`config.mk`:
```
export PLATFORM = sky130hd
export DESIGN_NAME = i2c_master_bit_engine_top
export DESIGN_NICKNAME = d
export VERILOG_FILES = /design/src/hw/rtl/i2cm_pkg.sv /design/src/hw/rtl/i2cm_fifo.sv /design/src/hw/rtl/i2cm_front.sv /design/src/hw/rtl/i2cm_back.sv /design/src/hw/rtl/i2c_master_bit_engine_top.sv
export SDC_FILE = /design/constraint.sdc
export NUM_CORES = 1
export LEC_CHECK = 0
export ABC_AREA = 1
export BUFFER_PORTS_ARGS = -buffer_cell sky130_fd_sc_hd__buf_2
export CORE_MARGIN = 5
export CORE_UTILIZATION = 35
export DETAILED_ROUTE_END_ITERATION = 12
export GPL_ROUTABILITY_DRIVEN = 0
export GPL_TIMING_DRIVEN = 0
export PLACE_DENSITY_LB_ADDON = 0.08
export SLEW_MARGIN = 20
export SYNTH_ARGS = -nofsm -noshare
export SYNTH_HDL_FRONTEND = slang
export SYNTH_SLANG_ARGS = --single-unit
```
`constraint.sdc`:
```
create_clock -name clk -period 2.82 [get_ports clk]
set_clock_uncertainty 0.2 [all_clocks]
set_input_delay 0.141 -clock clk [delete_from_list [all_inputs] [get_ports clk]]
set_output_delay 0.141 -clock clk [all_outputs]
set_load 0.05 [all_outputs]
```
`src/hw/rtl/i2cm_pkg.sv`:
```
// Shared types and constants for the I2C master bit engine.
// Used by the front, back, queue users and the top level; depends on nothing.
`timescale 1ns / 1ps

package i2cm_pkg;

  // Bits in one transferred byte.
  localparam int BITS_PER_BYTE = 8;

  // Index of the last phase of a send: three phases per bit plus the closing SCL low.
  localparam logic [4:0] SEND_LAST_PHASE = 5'(BITS_PER_BYTE * 3);

  // Index of the last phase of start, ack check and stop.
  localparam logic [4:0] SHORT_LAST_PHASE = 5'd2;

  // Half period after reset.
  localparam logic [15:0] HALF_PERIOD_RESET = 16'd5;

  // Default depth of the internal queues.
  localparam int QUEUE_DEPTH = 4;

  // Command codes.
  typedef enum logic [1:0] {
    OP_START = 2'd0,
    OP_SEND  = 2'd1,
    OP_ACK   = 2'd2,
    OP_STOP  = 2'd3
  } op_t;

  // One classified tick word handed from the front to the back.
  typedef struct packed {
    logic       cmd_valid;
    op_t        opcode;
    logic [7:0] data_byte;
    logic       sda_in;
    logic       scl_init;
    logic       sda_set;
    logic       sda_init;
    logic       drive_init;
    logic [4:0] last_phase;
  } dec_t;

  // One result word.
  typedef struct packed {
    logic scl;
    logic sda_out;
    logic sda_drive;
    logic busy_res;
    logic done_res;
    logic ack_seen;
  } result_t;

endpackage

```
`src/hw/rtl/i2cm_fifo.sv`:
```
// Small synchronous queue of register entries with full and empty flags.
// Generic width and depth; no package dependency.
`timescale 1ns / 1ps

module i2cm_fifo #(
  parameter int WIDTH = 8,
  parameter int DEPTH = 4
) (
  input  logic             clk,
  input  logic             rst,
  input  logic             push,
  input  logic [WIDTH-1:0] wdata,
  output logic             full,
  input  logic             pop,
  output logic [WIDTH-1:0] rdata,
  output logic             empty
);

  localparam int PTR_W = (DEPTH > 1) ? $clog2(DEPTH) : 1;
  localparam int CNT_W = $clog2(DEPTH + 1);

  logic [WIDTH-1:0] mem [DEPTH];
  logic [PTR_W-1:0] head;
  logic [PTR_W-1:0] tail;
  logic [CNT_W-1:0] count;
  logic             do_push;
  logic             do_pop;

  function automatic logic [PTR_W-1:0] ptr_inc(input logic [PTR_W-1:0] p);
    logic [PTR_W-1:0] r;
    if (p == PTR_W'(DEPTH - 1)) begin
      r = '0;
    end else begin
      r = p + 1'b1;
    end
    return r;
  endfunction

  assign full    = (count == CNT_W'(DEPTH));
  assign empty   = (count == '0);
  assign do_push = push && !full;
  assign do_pop  = pop && !empty;
  assign rdata   = mem[head];

  // Pointers and fill count.
  always_ff @(posedge clk) begin
    if (rst) begin
      head  <= '0;
      tail  <= '0;
      count <= '0;
    end else begin
      if (do_push) begin
        tail <= ptr_inc(tail);
      end
      if (do_pop) begin
        head <= ptr_inc(head);
      end
      case ({do_push, do_pop})
        2'b10:   count <= count + 1'b1;
        2'b01:   count <= count - 1'b1;
        default: count <= count;
      endcase
    end
  end

  // Entry storage.
  always_ff @(posedge clk) begin
    if (do_push) begin
      mem[tail] <= wdata;
    end
  end

endmodule

```
`src/hw/rtl/i2cm_front.sv`:
```
// Front end: accepts tick words and classifies any command they carry.
// Depends on i2cm_pkg for the command codes and the classified word type.
`timescale 1ns / 1ps

module i2cm_front (
  input  logic              clk,
  input  logic              rst,
  input  logic              push,
  output logic              full,
  input  logic              cmd_valid,
  input  logic [1:0]        opcode,
  input  logic [7:0]        data_byte,
  input  logic              sda_in,
  output logic              q_push,
  output i2cm_pkg::dec_t    q_data,
  input  logic              q_full
);

  i2cm_pkg::dec_t dec;
  i2cm_pkg::dec_t held;
  logic           valid;
  logic           take;

  // Work out the first phase's pin levels and the last phase index of the command.
  always_comb begin
    dec            = '0;
    dec.cmd_valid  = cmd_valid;
    dec.opcode     = i2cm_pkg::op_t'(opcode);
    dec.data_byte  = data_byte;
    dec.sda_in     = sda_in;
    dec.drive_init = 1'b1;
    dec.last_phase = i2cm_pkg::SHORT_LAST_PHASE;
    unique case (i2cm_pkg::op_t'(opcode))
      i2cm_pkg::OP_START: begin
        dec.scl_init = 1'b1;
        dec.sda_set  = 1'b1;
        dec.sda_init = 1'b1;
      end
      i2cm_pkg::OP_SEND: begin
        dec.last_phase = i2cm_pkg::SEND_LAST_PHASE;
      end
      i2cm_pkg::OP_ACK: begin
        dec.drive_init = 1'b0;
      end
      i2cm_pkg::OP_STOP: begin
        dec.sda_set = 1'b1;
      end
      default: begin
        dec.scl_init = 1'b0;
      end
    endcase
  end

  assign full   = valid && q_full;
  assign take   = push && !full;
  assign q_push = valid;
  assign q_data = held;

  // One holding register in front of the queue.
  always_ff @(posedge clk) begin
    if (rst) begin
      valid <= 1'b0;
    end else if (take) begin
      valid <= 1'b1;
    end else if (!q_full) begin
      valid <= 1'b0;
    end
  end

  always_ff @(posedge clk) begin
    if (take) begin
      held <= dec;
    end
  end

endmodule

```
`src/hw/rtl/i2cm_back.sv`:
```
// Back end: the pin phase sequencer, one classified tick word per step.
// Depends on i2cm_pkg for command codes, word types and byte size.
`timescale 1ns / 1ps

module i2cm_back (
  input  logic               clk,
  input  logic               rst,
  input  logic [15:0]        half_period,
  input  i2cm_pkg::dec_t     item,
  input  logic               item_valid,
  output logic               item_pop,
  input  logic               res_full,
  output logic               res_push,
  output i2cm_pkg::result_t  res
);

  // Position within the three phases of one sent bit.
  typedef enum logic [1:0] {
    SLOT_LOW  = 2'd0,
    SLOT_DATA = 2'd1,
    SLOT_HIGH = 2'd2
  } slot_t;

  i2cm_pkg::op_t active_cmd, active_cmd_next;
  logic          running, running_next;
  logic [4:0]    phase_index, phase_index_next;
  logic [4:0]    last_phase, last_phase_next;
  slot_t         slot, slot_next;
  logic [15:0]   tick_count, tick_count_next;
  logic [7:0]    shift_reg, shift_reg_next;
  logic          scl_level, scl_level_next;
  logic          sda_level, sda_level_next;
  logic          sda_driving, sda_driving_next;
  logic          ack_flag, ack_flag_next;
  logic          done_next;
  logic          go;
  logic [15:0]   hp;
  logic [16:0]   tc;
  logic [4:0]    p;

  assign go       = item_valid && !res_full;
  assign item_pop = go;
  assign res_push = go;
  assign hp       = (half_period == '0) ? 16'd1 : half_period;
  assign tc       = {1'b0, tick_count} + 17'd1;
  assign p        = phase_index + 5'd1;

  // Next state for one tick.
  always_comb begin
    active_cmd_next  = active_cmd;
    running_next     = running;
    phase_index_next = phase_index;
    last_phase_next  = last_phase;
    slot_next        = slot;
    tick_count_next  = tick_count;
    shift_reg_next   = shift_reg;
    scl_level_next   = scl_level;
    sda_level_next   = sda_level;
    sda_driving_next = sda_driving;
    ack_flag_next    = ack_flag;
    done_next        = 1'b0;
    if (running) begin
      if (tc >= {1'b0, hp}) begin
        // Acknowledge is sampled as the SCL-high phase ends.
        if (active_cmd == i2cm_pkg::OP_ACK && phase_index == 5'd1) begin
          ack_flag_next = ~item.sda_in;
        end
        tick_count_next = '0;
        if (phase_index >= last_phase) begin
          running_next = 1'b0;
          done_next    = 1'b1;
        end else begin
          phase_index_next = p;
          slot_next = (slot == SLOT_HIGH) ? SLOT_LOW : slot_t'(slot + 2'd1);
          unique case (active_cmd)
            i2cm_pkg::OP_START: begin
              if (p == 5'd1) begin
                sda_level_next = 1'b0;
              end else begin
                scl_level_next = 1'b0;
              end
            end
            i2cm_pkg::OP_SEND: begin
              if (p >= i2cm_pkg::SEND_LAST_PHASE) begin
                scl_level_next = 1'b0;
              end else begin
                unique case (slot_next)
                  SLOT_LOW: scl_level_next = 1'b0;
                  SLOT_DATA: begin
                    sda_level_next = shift_reg[i2cm_pkg::BITS_PER_BYTE-1];
                    shift_reg_next = {shift_reg[6:0], 1'b0};
                  end
                  SLOT_HIGH: scl_level_next = 1'b1;
                  default:   scl_level_next = scl_level;
                endcase
              end
            end
            i2cm_pkg::OP_ACK: begin
              scl_level_next = (p == 5'd1);
            end
            i2cm_pkg::OP_STOP: begin
              if (p == 5'd1) begin
                scl_level_next = 1'b1;
              end else begin
                sda_level_next = 1'b1;
              end
            end
            default: begin
              scl_level_next = scl_level;
            end
          endcase
        end
      end else begin
        tick_count_next = tc[15:0];
      end
    end else if (item.cmd_valid) begin
      // Idle: take the command and show its first phase at once.
      active_cmd_next  = item.opcode;
      if (item.opcode == i2cm_pkg::OP_SEND) begin
        shift_reg_next = item.data_byte;
      end
      phase_index_next = '0;
      last_phase_next  = item.last_phase;
      slot_next        = SLOT_LOW;
      tick_count_next  = '0;
      running_next     = 1'b1;
      sda_driving_next = item.drive_init;
      scl_level_next   = item.scl_init;
      if (item.sda_set) begin
        sda_level_next = item.sda_init;
      end
    end
  end

  // Result word reflects the state after this tick.
  always_comb begin
    res.scl       = scl_level_next;
    res.sda_out   = sda_level_next;
    res.sda_drive = sda_driving_next;
    res.busy_res  = running_next;
    res.done_res  = done_next;
    res.ack_seen  = ack_flag_next;
  end

  // Sequencer state.
  always_ff @(posedge clk) begin
    if (rst) begin
      active_cmd  <= i2cm_pkg::OP_START;
      running     <= 1'b0;
      phase_index <= '0;
      last_phase  <= '0;
      slot        <= SLOT_LOW;
      tick_count  <= '0;
      shift_reg   <= '0;
      scl_level   <= 1'b1;
      sda_level   <= 1'b1;
      sda_driving <= 1'b1;
      ack_flag    <= 1'b0;
    end else if (go) begin
      active_cmd  <= active_cmd_next;
      running     <= running_next;
      phase_index <= phase_index_next;
      last_phase  <= last_phase_next;
      slot        <= slot_next;
      tick_count  <= tick_count_next;
      shift_reg   <= shift_reg_next;
      scl_level   <= scl_level_next;
      sda_level   <= sda_level_next;
      sda_driving <= sda_driving_next;
      ack_flag    <= ack_flag_next;
    end
  end

endmodule

```
`src/hw/rtl/i2c_master_bit_engine_top.sv`:
```
// I2C master bit engine: one tick word in, one result word out, in order.
// Path: front holding register, middle queue, back-end step, then the result queue.
// Throughput: one word per cycle when no full queue holds the flow back.
// Reset: synchronous; queues empty, bus idle (SCL and SDA high, SDA driven), half period 5.
// Depends on i2cm_pkg, i2cm_front, i2cm_fifo and i2cm_back.
`timescale 1ns / 1ps

module i2c_master_bit_engine_top #(
  parameter int QUEUE_DEPTH = i2cm_pkg::QUEUE_DEPTH
) (
  input  logic        clk,
  input  logic        rst,
  input  logic        cfg_valid,
  output logic        cfg_ready,
  input  logic [15:0] cfg_data,
  input  logic        push,
  output logic        full,
  input  logic        cmd_valid,
  input  logic [1:0]  opcode,
  input  logic [7:0]  data_byte,
  input  logic        sda_in,
  output logic        empty,
  input  logic        pop,
  output logic        scl,
  output logic        sda_out,
  output logic        sda_drive,
  output logic        busy_res,
  output logic        done_res,
  output logic        ack_seen
);

  localparam int DEC_W = $bits(i2cm_pkg::dec_t);
  localparam int RES_W = $bits(i2cm_pkg::result_t);

  logic [15:0]       half_period;
  logic              mid_push;
  i2cm_pkg::dec_t    mid_wdata;
  logic              mid_full;
  logic              mid_empty;
  logic [DEC_W-1:0]  mid_rdata;
  logic              mid_pop;
  logic              res_push;
  i2cm_pkg::result_t res_wdata;
  logic              res_full;
  logic [RES_W-1:0]  res_rdata;
  i2cm_pkg::result_t res_out;

  // Half period register; writes are always taken.
  assign cfg_ready = 1'b1;

  always_ff @(posedge clk) begin
    if (rst) begin
      half_period <= i2cm_pkg::HALF_PERIOD_RESET;
    end else if (cfg_valid && cfg_ready) begin
      half_period <= cfg_data;
    end
  end

  i2cm_front u_front (
    .clk       (clk),
    .rst       (rst),
    .push      (push),
    .full      (full),
    .cmd_valid (cmd_valid),
    .opcode    (opcode),
    .data_byte (data_byte),
    .sda_in    (sda_in),
    .q_push    (mid_push),
    .q_data    (mid_wdata),
    .q_full    (mid_full)
  );

  // Queue between classification and sequencing.
  i2cm_fifo #(
    .WIDTH (DEC_W),
    .DEPTH (QUEUE_DEPTH)
  ) u_mid_fifo (
    .clk   (clk),
    .rst   (rst),
    .push  (mid_push),
    .wdata (mid_wdata),
    .full  (mid_full),
    .pop   (mid_pop),
    .rdata (mid_rdata),
    .empty (mid_empty)
  );

  i2cm_back u_back (
    .clk         (clk),
    .rst         (rst),
    .half_period (half_period),
    .item        (i2cm_pkg::dec_t'(mid_rdata)),
    .item_valid  (!mid_empty),
    .item_pop    (mid_pop),
    .res_full    (res_full),
    .res_push    (res_push),
    .res         (res_wdata)
  );

  // Result queue towards the consumer.
  i2cm_fifo #(
    .WIDTH (RES_W),
    .DEPTH (QUEUE_DEPTH)
  ) u_res_fifo (
    .clk   (clk),
    .rst   (rst),
    .push  (res_push),
    .wdata (res_wdata),
    .full  (res_full),
    .pop   (pop),
    .rdata (res_rdata),
    .empty (empty)
  );

  assign res_out   = i2cm_pkg::result_t'(res_rdata);
  assign scl       = res_out.scl;
  assign sda_out   = res_out.sda_out;
  assign sda_drive = res_out.sda_drive;
  assign busy_res  = res_out.busy_res;
  assign done_res  = res_out.done_res;
  assign ack_seen  = res_out.ack_seen;

endmodule

```
; ---- Word-level counts from Yosys, hierarchy flattened
; Memory sizes are Yosys's and may differ from the RTL's. A register that Yosys moved wholly into a read port is not among the register bits.
; Cells that the tools add are included.
[word_totals]
ram_bits = 108
inputBits = 33
out_inout_bits = 9
regBits = 94
word_cells = 173
mem_count = 2
[op_classes]
muxes = 72
order_cmp = 3
bitwise_logic = 2
n_eq_ne = 28
add_sub_neg = 11
reduce_logical = 28
[memory_table]
columns = memory, words, width, rd, rd_clocked_by_memory_dff, wr, line
row1 = u_mid_fifo.mem, 4, 21, 1, 1, 1, i2cm_fifo.sv:22  ; logic [WIDTH-1:0] mem [DEPTH];
row2 = u_res_fifo.mem, 4, 6, 1, 1, 1, i2cm_fifo.sv:22
[op_table]
columns = op, n
row1 = two-way mux 16 bit, 4
row2 = two-way mux 8 bit, 8
row3 = two-way mux 1 bit, 37
row4 = two-way mux 2 bit, 13
row5 = two-way mux 5 bit, 5
row6 = "== test 2 bit, second input constant", 12
row7 = "adder 16 x 1 -> 17 bit, second input constant", 1
row8 = >= comparator 17 x 16 -> 1 bit, 1
row9 = logical NOT 16 bit, 1
row10 = "== test 2 x 1 -> 1 bit, second input constant", 6
row11 = "!= test 2 bit, second input constant", 6
row12 = case mux 3 bit (2 select lines), 2
row13 = "adder 2 x 1 -> 2 bit, second input constant", 5
row14 = "== test 5 x 1 -> 1 bit, second input constant", 2
row15 = logical AND 1 bit, 8
row16 = AND reduction 8 bit, 1
row17 = nonzero test 2 bit, 4
row18 = "adder 3 x 1 -> 3 bit, second input constant", 2
row19 = "== test 3 bit, second input constant", 2
row20 = logical NOT 2 bit, 3
row21 = logical NOT 3 bit, 2
row22 = "subtractor 3 x 1 -> 3 bit, second input constant", 2
row23 = "adder 5 x 1 -> 5 bit, second input constant", 1
row24 = >= comparator 5 bit, 1
row25 = other kinds (10), 15

; ---- Depth between registers and ports, before layout
; Gate-level depths: netlist of run 1.
[depth]
word_depth = 9
mapped_depth = 25
ltp_nobuf = 25

; ---- Cells and area by module
; From an unflattened synthesis of run 1, not the netlist that was laid out.
[hier_totals]
hier_cells = 1054
area_unflattened_um2 = 9624.2
[by_module_without_submodules]
columns = module, area_per_inst_um2, cells_each, seq_area_each_um2, n_inst
row1 = i2cm_fifo (u_mid_fifo), 3682.3, 276, 2702.6, 1
row2 = i2cm_back, 3223.1, 511, 860.8, 1
row3 = i2cm_fifo (u_res_fifo), 1397.6, 130, 900.9, 1
row4 = i2c_master_bit_engine_top, 671.9, 101, 320.3, 1
row5 = i2cm_front, 649.4, 36, 530.5, 1

; ---- Worst setup path after synthesis of run 1
; No wires, ideal clock.
[synth_timing]
path_kind = register -> register
startpoint = reg u_back.tick_count[2]
endpoint = reg u_back.tick_count[15]
required_time_ns = 2.553
setup_time_ns = 0.067
stages_incl_launch_ff = 20
path_buffers = 1
t_arrival_ns = 2.660
setup_slack_ns = -0.108
synth_period_minus_slack_ns = 2.928
cell_sequence = dfxtp_1 nand2_1 nor2_2 nand3_2 nor2_4 nand3_2 nor2_4 nand3_2 nor2_4 xor2_2 ha_1 and3_1 nand3_1 nand2_1 nor2_2 nand3_4 nor2_4 buf_2 nand2_1 a21oi_2
[synth_via]
elab_chain_len = 4
[synth_lines]
columns = item, line
row1 = from (decl), i2cm_back.sv:29  ; logic [15:0] tick_count, tick_count_next;
row2 = from (signal assigned), i2cm_back.sv:165  ; tick_count <= tick_count_next;
row3 = adder 16 x 1 -> 17 bit *, i2cm_back.sv:45  ; assign tc = {1'b0, tick_count} + 17'd1;
row4 = >= comparator 17 x 16 -> 1 bit, i2cm_back.sv:63  ; if (tc >= {1'b0, hp}) begin
row5 = two-way mux 16 bit *, i2cm_back.sv:63
row6 = two-way mux 16 bit *, i2cm_back.sv:62  ; if (running) begin
; Every way passes the cells marked *; elsewhere a longest branch is shown, timed or not.
; A chain may end at the register's enable or synchronous reset.

; ---- Worst setup path in the final report of run 1
[layout_timing]
startpoint = reg u_back.tick_count[0]
endpoint = reg u_back.tick_count[11]
; Same word-level chain as after synthesis.

==> results of run 1 <==
[power by group]
| group | leakage [nW] | internal [W] | switching [W] |
|---|---|---|---|
| Combinational | 2.26 | 0.00105 | 0.00237 |
| Clock | 0.314 | 0.00132 | 0.00124 |
| Sequential | 1.62 | 0.00334 | 0.000207 |
[what timing repair did]
item,4_1_cts,5_1_grt
pin swaps,23,30
hold buffers,33,0
hold endpoints to repair,38,0
gates cloned,1,1
endpoints found under the setup margin,55,56
setup buffers,22,4
gates resized for setup,44,41
[layout by cell type, fill, tap and decap left out, types with 4 or more instances in the layout]
cell           synthesis  routed
ha_4                   0       4
clkbuf_16              0      17
nor4_1                 4       4
dfxtp_1               75      70
nor3_1                 5       4
a32o_1                 8       8
a22oi_2                0       7
o21ai_1                5       5
nand3_1               28      20
clkbuf_1              19      18
ha_1                  38      34
edfxtp_1             109     109
nor2_1                89      82
nand2_2                2      13
nand2_4                0       6
nand4_1                6       6
dlygate4sd3_1          0      33
nor2_4                 6       9
a21oi_1               69      63
a22oi_1               11       4
xor2_1                 8       8
inv_1                 99      94
inv_2                  5       8
buf_6                  1       9
o21ai_0               77      74
clkinv_8               0       4
a21oi_2                1       7
nand2_1              136     119
inv_12                 0       4
o22ai_1               12      12
nand3_2                3       9
buf_2                 11      48
buf_4                  1      25
inv_8                  0       4
nor2_2                 4       8
[logic make-up after synthesis]
| group | count (synthesis) | synth area share, % |
|---|---|---|
| other | 1 | 0.0451 |
| flip-flops | 184 | 57.5 |
| AND/OR/NAND/NOR | 286 | 15.1 |
| XOR/XNOR | 12 | 1.36 |
| AO/OA/AOI/OAI | 194 | 13.3 |
| adder cells (fa/ha/maj) | 40 | 6.20 |
| buffers and inverters | 138 | 6.54 |
[critical path, stage by stage (launching register included)]
cell,delay (ns)
dfxtp_4,0.37
inv_2,0.06
nor2_4,0.13
nand3_4,0.10
nor2_4,0.13
nand3_2,0.10
nor2_4,0.16
xnor2_2,0.15
inv_2,0.06
buf_4,0.13
buf_4,0.12
buf_4,0.12
buf_4,0.12
buf_4,0.12
buf_4,0.12
buf_4,0.12
buf_4,0.12
buf_4,0.12
buf_4,0.12
buf_4,0.12
a22oi_1,0.14
nor2_1,0.05
[per-stage QoR]
| stage | setup slack [ns] | std cells |
|---|---|---|
| 2_1_floorplan | -0.00257 | 855 |
| 3_3_place_gp | -0.604 | 1213 |
| 3_5_place_dp | -0.613 | 1218 |
| 4_1_cts | -0.272 | 1306 |
| 5_1_grt | -0.430 | 1311 |
| 6_report | -0.281 | 1311 |
[worst max path at each step]
stage	from	to	slack (ns)	cells after the start
2_1_floorplan	u_back.tick_count[0]	u_back.tick_count[15]	-0.003	22
3_3_place_gp	u_back.tick_count[0]	u_res_fifo.mem[2][0]	-0.60	20
3_5_place_dp	u_back.tick_count[0]	u_res_fifo.mem[2][0]	-0.61	20
4_1_cts	u_back.tick_count[1]	u_back.tick_count[2]	-0.27	23
5_1_grt	u_back.tick_count[0]	u_back.tick_count[9]	-0.43	23
6_report	u_back.tick_count[0]	u_back.tick_count[11]	-0.28	21
[layer usage]
metal | wire length [µm] | share of wire (%) | global-route usage (%)
met1 | 9360 | 48 | 20.3
met2 | 9360 | 48 | 24.3
met3 | 467 | 2.4 | 3.34
met4 | 272 | 1.4 | 3.55
met5 | 0 | 0 | 0
[cell type report]
cell class / count / area share (%)
inverter: 106 / 3.86
multi-input combinational: 533 / 31.4
sequential: 184 / 45.5
buffer: 32 / 1.55
clock buffer: 17 / 4.05
clock inverter: 15 / 2.12
tap: 319 / 3.80
timing repair buffer: 105 / 7.75
==> out/results.ini, run 1 <==
[timing]
timing.slew.headroom_pct = 50.2
final-max-slew-violation-count = 0
tns_ns = -10.27
setup_viol = 55
hold_violations = 0
whs_ns = 0.0372
finalCritPeriodShare_pct = 110
fin_ws_ns = -0.281
worstMarginPinSlew_ns = 0.747
rsz0062_at_grt = yes
fin_crit_ns = 3.10
clock.fmax_mhz = 322

[place]
io_buffers = 39
place_hpwl_um = 13400
placed_area_um2 = 9010

[run]
maxCapViolCount = 0

[logic_synthesis]
synth.net_count = 928
synthCells = 855
synth_edf_count = 109
synth_top_area_cell = edfxtp_1
synth-async-reset-ratio_pct = 0
synth_common_cells = nand2_1 (136), edfxtp_1 (109), inv_1 (99)
syn_avg_cell_area_um2 = 9.72
synth_most_common_cell = nand2_1
synth_top_area_share_pct = 39.4
ys_warn_count = 0
synth_flop_cell = edfxtp_1
yosysSeqAreaShare_pct = 57.5
yosysUniqueCellTypes = 43
synth_area_leaders = edfxtp_1 (39%), dfxtp_1 (18%), nand2_1 (6.1%), ha_1 (5.7%), o21ai_0 (4.6%)
ys_ff_latch = 184
syn-cell-area_um2 = 8310

[die]
initial_core_util_pct = 35.5
dieArea_um2 = 26900
die_w_um = 164
fp-row-count = 56
core_area_um2 = 23400
fp.dieH_um = 164
ios = 42

[cells_and_area]
nFillCells = 2236
antenna_cells = 0
multi_input_area_um2 = 3300
stdcell_area_um2 = 10500
fin_util_pct = 44.9
largest_register_ffs = 68
drive_above_1_share_pct = 21.1
syn2layout_area_growth_pct = 26.6
regMostFlops = u_mid_fifo.mem
regArea_um2 = 4790
nNetsFinal = 1052

[global_routing]
grt_start_max_net_pins = 23
grt_pass1_wl_um = 31000
grt_pass1_vias = 5715
antenna_found_initial = 0
grt_usage_pct = 14.9
grt_overflow = 0

[worst_setup_path]
timing.rr.end = u_back.tick_count[11]
endpoint_kind = register
cp.arrival_ns = 3.21
startpoint_type = register
r2r_start = u_back.tick_count[0]
reg2reg_slack_ns = -0.28
worstPathRequired_ns = 2.93
r2r_cells = 21
cp_max_fo = 3
crit_type = register to register

[run_status]
violations = setup timing
outcome = finished with violations

[clocking]
root_buffer = clkbuf_16
cts.htree.levels = 4
worstSkewPairLatency_ns = 0.43
clock_path_buffers = 2
clkTransAtPathRegs_ns = 0.08
cts_made_buffers = 17
numClockSinks = 184
cts_tree = built

[detailed_routing]
vias = 5997
dr.first_iter.drc_count = 246
firstDrtPassIters = 5
ant_nets = 0
viasPerCell = 4.57
routed_wl_um = 19500
wl_per_cell_um = 14.8
drc = 0

[hold_path]
holdCritPathClass = input port to register
whs_path_depth = 4
hp-start = rst
hold_end = u_back.ack_flag

[power]
power-per-cell-area_nw_per_um2 = 907
leakage_nw = 4.20
fin_total_pwr_w = 0.00954
peakVddDrop_v = 0.000452

(Power assumes the default switching activity.)
==> run 2, diff against run 1 <==
PLACE_DENSITY_LB_ADDON = 0.05   (was 0.08)
==> run 2 against run 1 <==
  * The run still ends with setup timing left
  * Largest power group unchanged
  * Via count grew 1.7%
  * Sequential share of layout area increased by 0.41 points
  * Power decreased by 0.71%
  * Worst setup slack worse by 0.0020 ns
  * Non-clock buffer count fell by 10
==> out/results.ini, run 2 (synthesis gave the netlist of run 1 again) <==
[worst_setup_path]
startpoint_type = register
worstPathRequired_ns = 2.91
endpoint_kind = register
cp_max_fo = 5
cp.arrival_ns = 3.20
crit_type = register to register

[cells_and_area]
nFillCells = 2299
final_cell_mix = nand2_1 (118), edfxtp_1 (109), inv_1 (93), nor2_1 (84), o21ai_0 (75)
syn2layout_area_growth_pct = 25.4
nNetsFinal = 1042
antenna_cells = 0
regMostFlops = u_mid_fifo.mem
drive_above_1_share_pct = 21.0
fin_util_pct = 44.5
final_common_cell = nand2_1
largest_register_ffs = 68

[detailed_routing]
vias = 6100
firstDrtPassIters = 5
dr.first_iter.drc_count = 330
routed_wl_um = 19900
wl_per_cell_um = 15.3
ant_nets = 0
drc = 0
viasPerCell = 4.69

[global_routing]
grt_start_max_net_pins = 21
grt_overflow = 0
grt_pass1_vias = 6201
grt_pass1_wl_um = 32500
antenna_found_initial = 0
grt_usage_pct = 15.5

[timing]
finalCritPeriodShare_pct = 110
fin_ws_ns = -0.283
fin_crit_ns = 3.10
final-max-slew-violation-count = 0
setup_viol = 54
tns_ns = -11.13
clock.fmax_mhz = 322
timing.slew.headroom_pct = 49.2
hold_violations = 0
rsz0062_at_grt = yes
worstMarginPinSlew_ns = 0.762

[clocking]
worstSkewPairLatency_ns = 0.44
clkTransAtPathRegs_ns = 0.08
root_buffer = clkbuf_16
cts.htree.levels = 4
cts_made_buffers = 17
cts_tree = built
numClockSinks = 184
clock_path_buffers = 2

[die]
dieArea_um2 = 26900
core_area_um2 = 23400
fp.dieH_um = 164
initial_core_util_pct = 35.5
ios = 42
die_w_um = 164
fp-row-count = 56

[hold_path]
holdCritPathClass = input port to register

[power]
peakVddDrop_v = 0.000433
leakage_nw = 4.13
power-per-cell-area_nw_per_um2 = 909

[place]
place_hpwl_um = 13800
dpl_worst_slack_ns = -0.564
io_buffers = 39

[run]
maxCapViolCount = 0

[run_status]
outcome = finished with violations
violations = setup timing

run 2: changes by cell type in the layout (fill, tap and decap cells not counted), sizes merged:
| cell | before | now |
|---|---|---|
| inv | 114 | 112 |
| clkbuf | 36 | 38 |
| buf | 85 | 74 |
| bufinv | 1 | 0 |
| clkinv | 6 | 8 |
run 2: final timing paths:
| path | start | depth (start not counted) | slack [ns] | to |
|---|---|---|---|---|
| setup / recovery | u_back.tick_count[0] | 24 | -0.28 | u_back.phase_index[1] |
| hold / removal | rst | 2 | 0.004 | u_mid_fifo.tail[0] |
| setup reg to reg | u_back.tick_count[0] | 24 | -0.28 | u_back.phase_index[1] |
| hold reg to reg | u_mid_fifo.count[0] | 1 | 0.26 | u_mid_fifo.count[0] |
run 2: what timing repair did:
item                                   in CTS  in global routing
gates cloned                                2                  1
resized for setup                          35                 55
setup buffers                              13                  3
hold buffers                               33                  0
setup endpoints to repair                  55                 56
pin swaps                                  19                 25
endpoints found under the hold margin      38                  0
run 2: through the flow:
step	power (W)	area, µm²	hold WS, ns	std cells
6_report	0.00947	10400	0.00390	1301
5_1_grt	0.0101	10400	0.0451	1301
4_1_cts	0.00936	10200	0.0186	1297
3_5_place_dp	0.00676	8990	0.119	1217
3_3_place_gp	0.00676	8940	0.118	1213
2_1_floorplan	0.00581	8340	0.0399	855
run 2: per-layer routing:
layer | global-route usage, % | share of wire, % | up-vias
met3 | 2.53 | 2.4 | 21
met5 | 0 | 0 | -
met1 | 20.0 | 46 | 2866
li1 | - | - | 3143
met2 | 26.8 | 50 | 70
met4 | 4.42 | 1.5 | 0
run 2: power breakdown:
group / switching, W / internal (W) / total, W
registers: 0.000212 / 0.00334 / 0.00355
logic: 0.00241 / 0.00111 / 0.00352
clock network: 0.00119 / 0.00120 / 0.00240
run 2: final cells by class:
class / instances / area [µm²] / area share, %
plain buffers: 32 / 163 / 1.56
clock buffers: 18 / 429 / 4.12
clock inverters: 14 / 168 / 1.61
inverters: 106 / 403 / 3.87
multi-input cells: 533 / 3330 / 31.9
flip-flops and latches: 184 / 4790 / 45.9
well taps: 319 / 399 / 3.83
repair buffers: 95 / 742 / 7.12
run 2: worst max-delay path, stage by stage, from the launching register on:
cell	delay, ns
dfxtp_4	0.38
inv_4	0.05
nor2_4	0.13
nand3_4	0.09
nor2_4	0.10
nand3_2	0.10
nor2_4	0.14
xnor2_1	0.13
inv_1	0.08
ha_1	0.28
nand2_2	0.07
inv_2	0.04
nand2_2	0.08
nor2_1	0.05
a21oi_1	0.13
nand2_1	0.06
nand2_1	0.08
nand2_2	0.07
nand2_4	0.10
nand3_4	0.12
nand2_4	0.13
inv_4	0.06
buf_6	0.13
nand3_1	0.07
a21oi_1	0.07
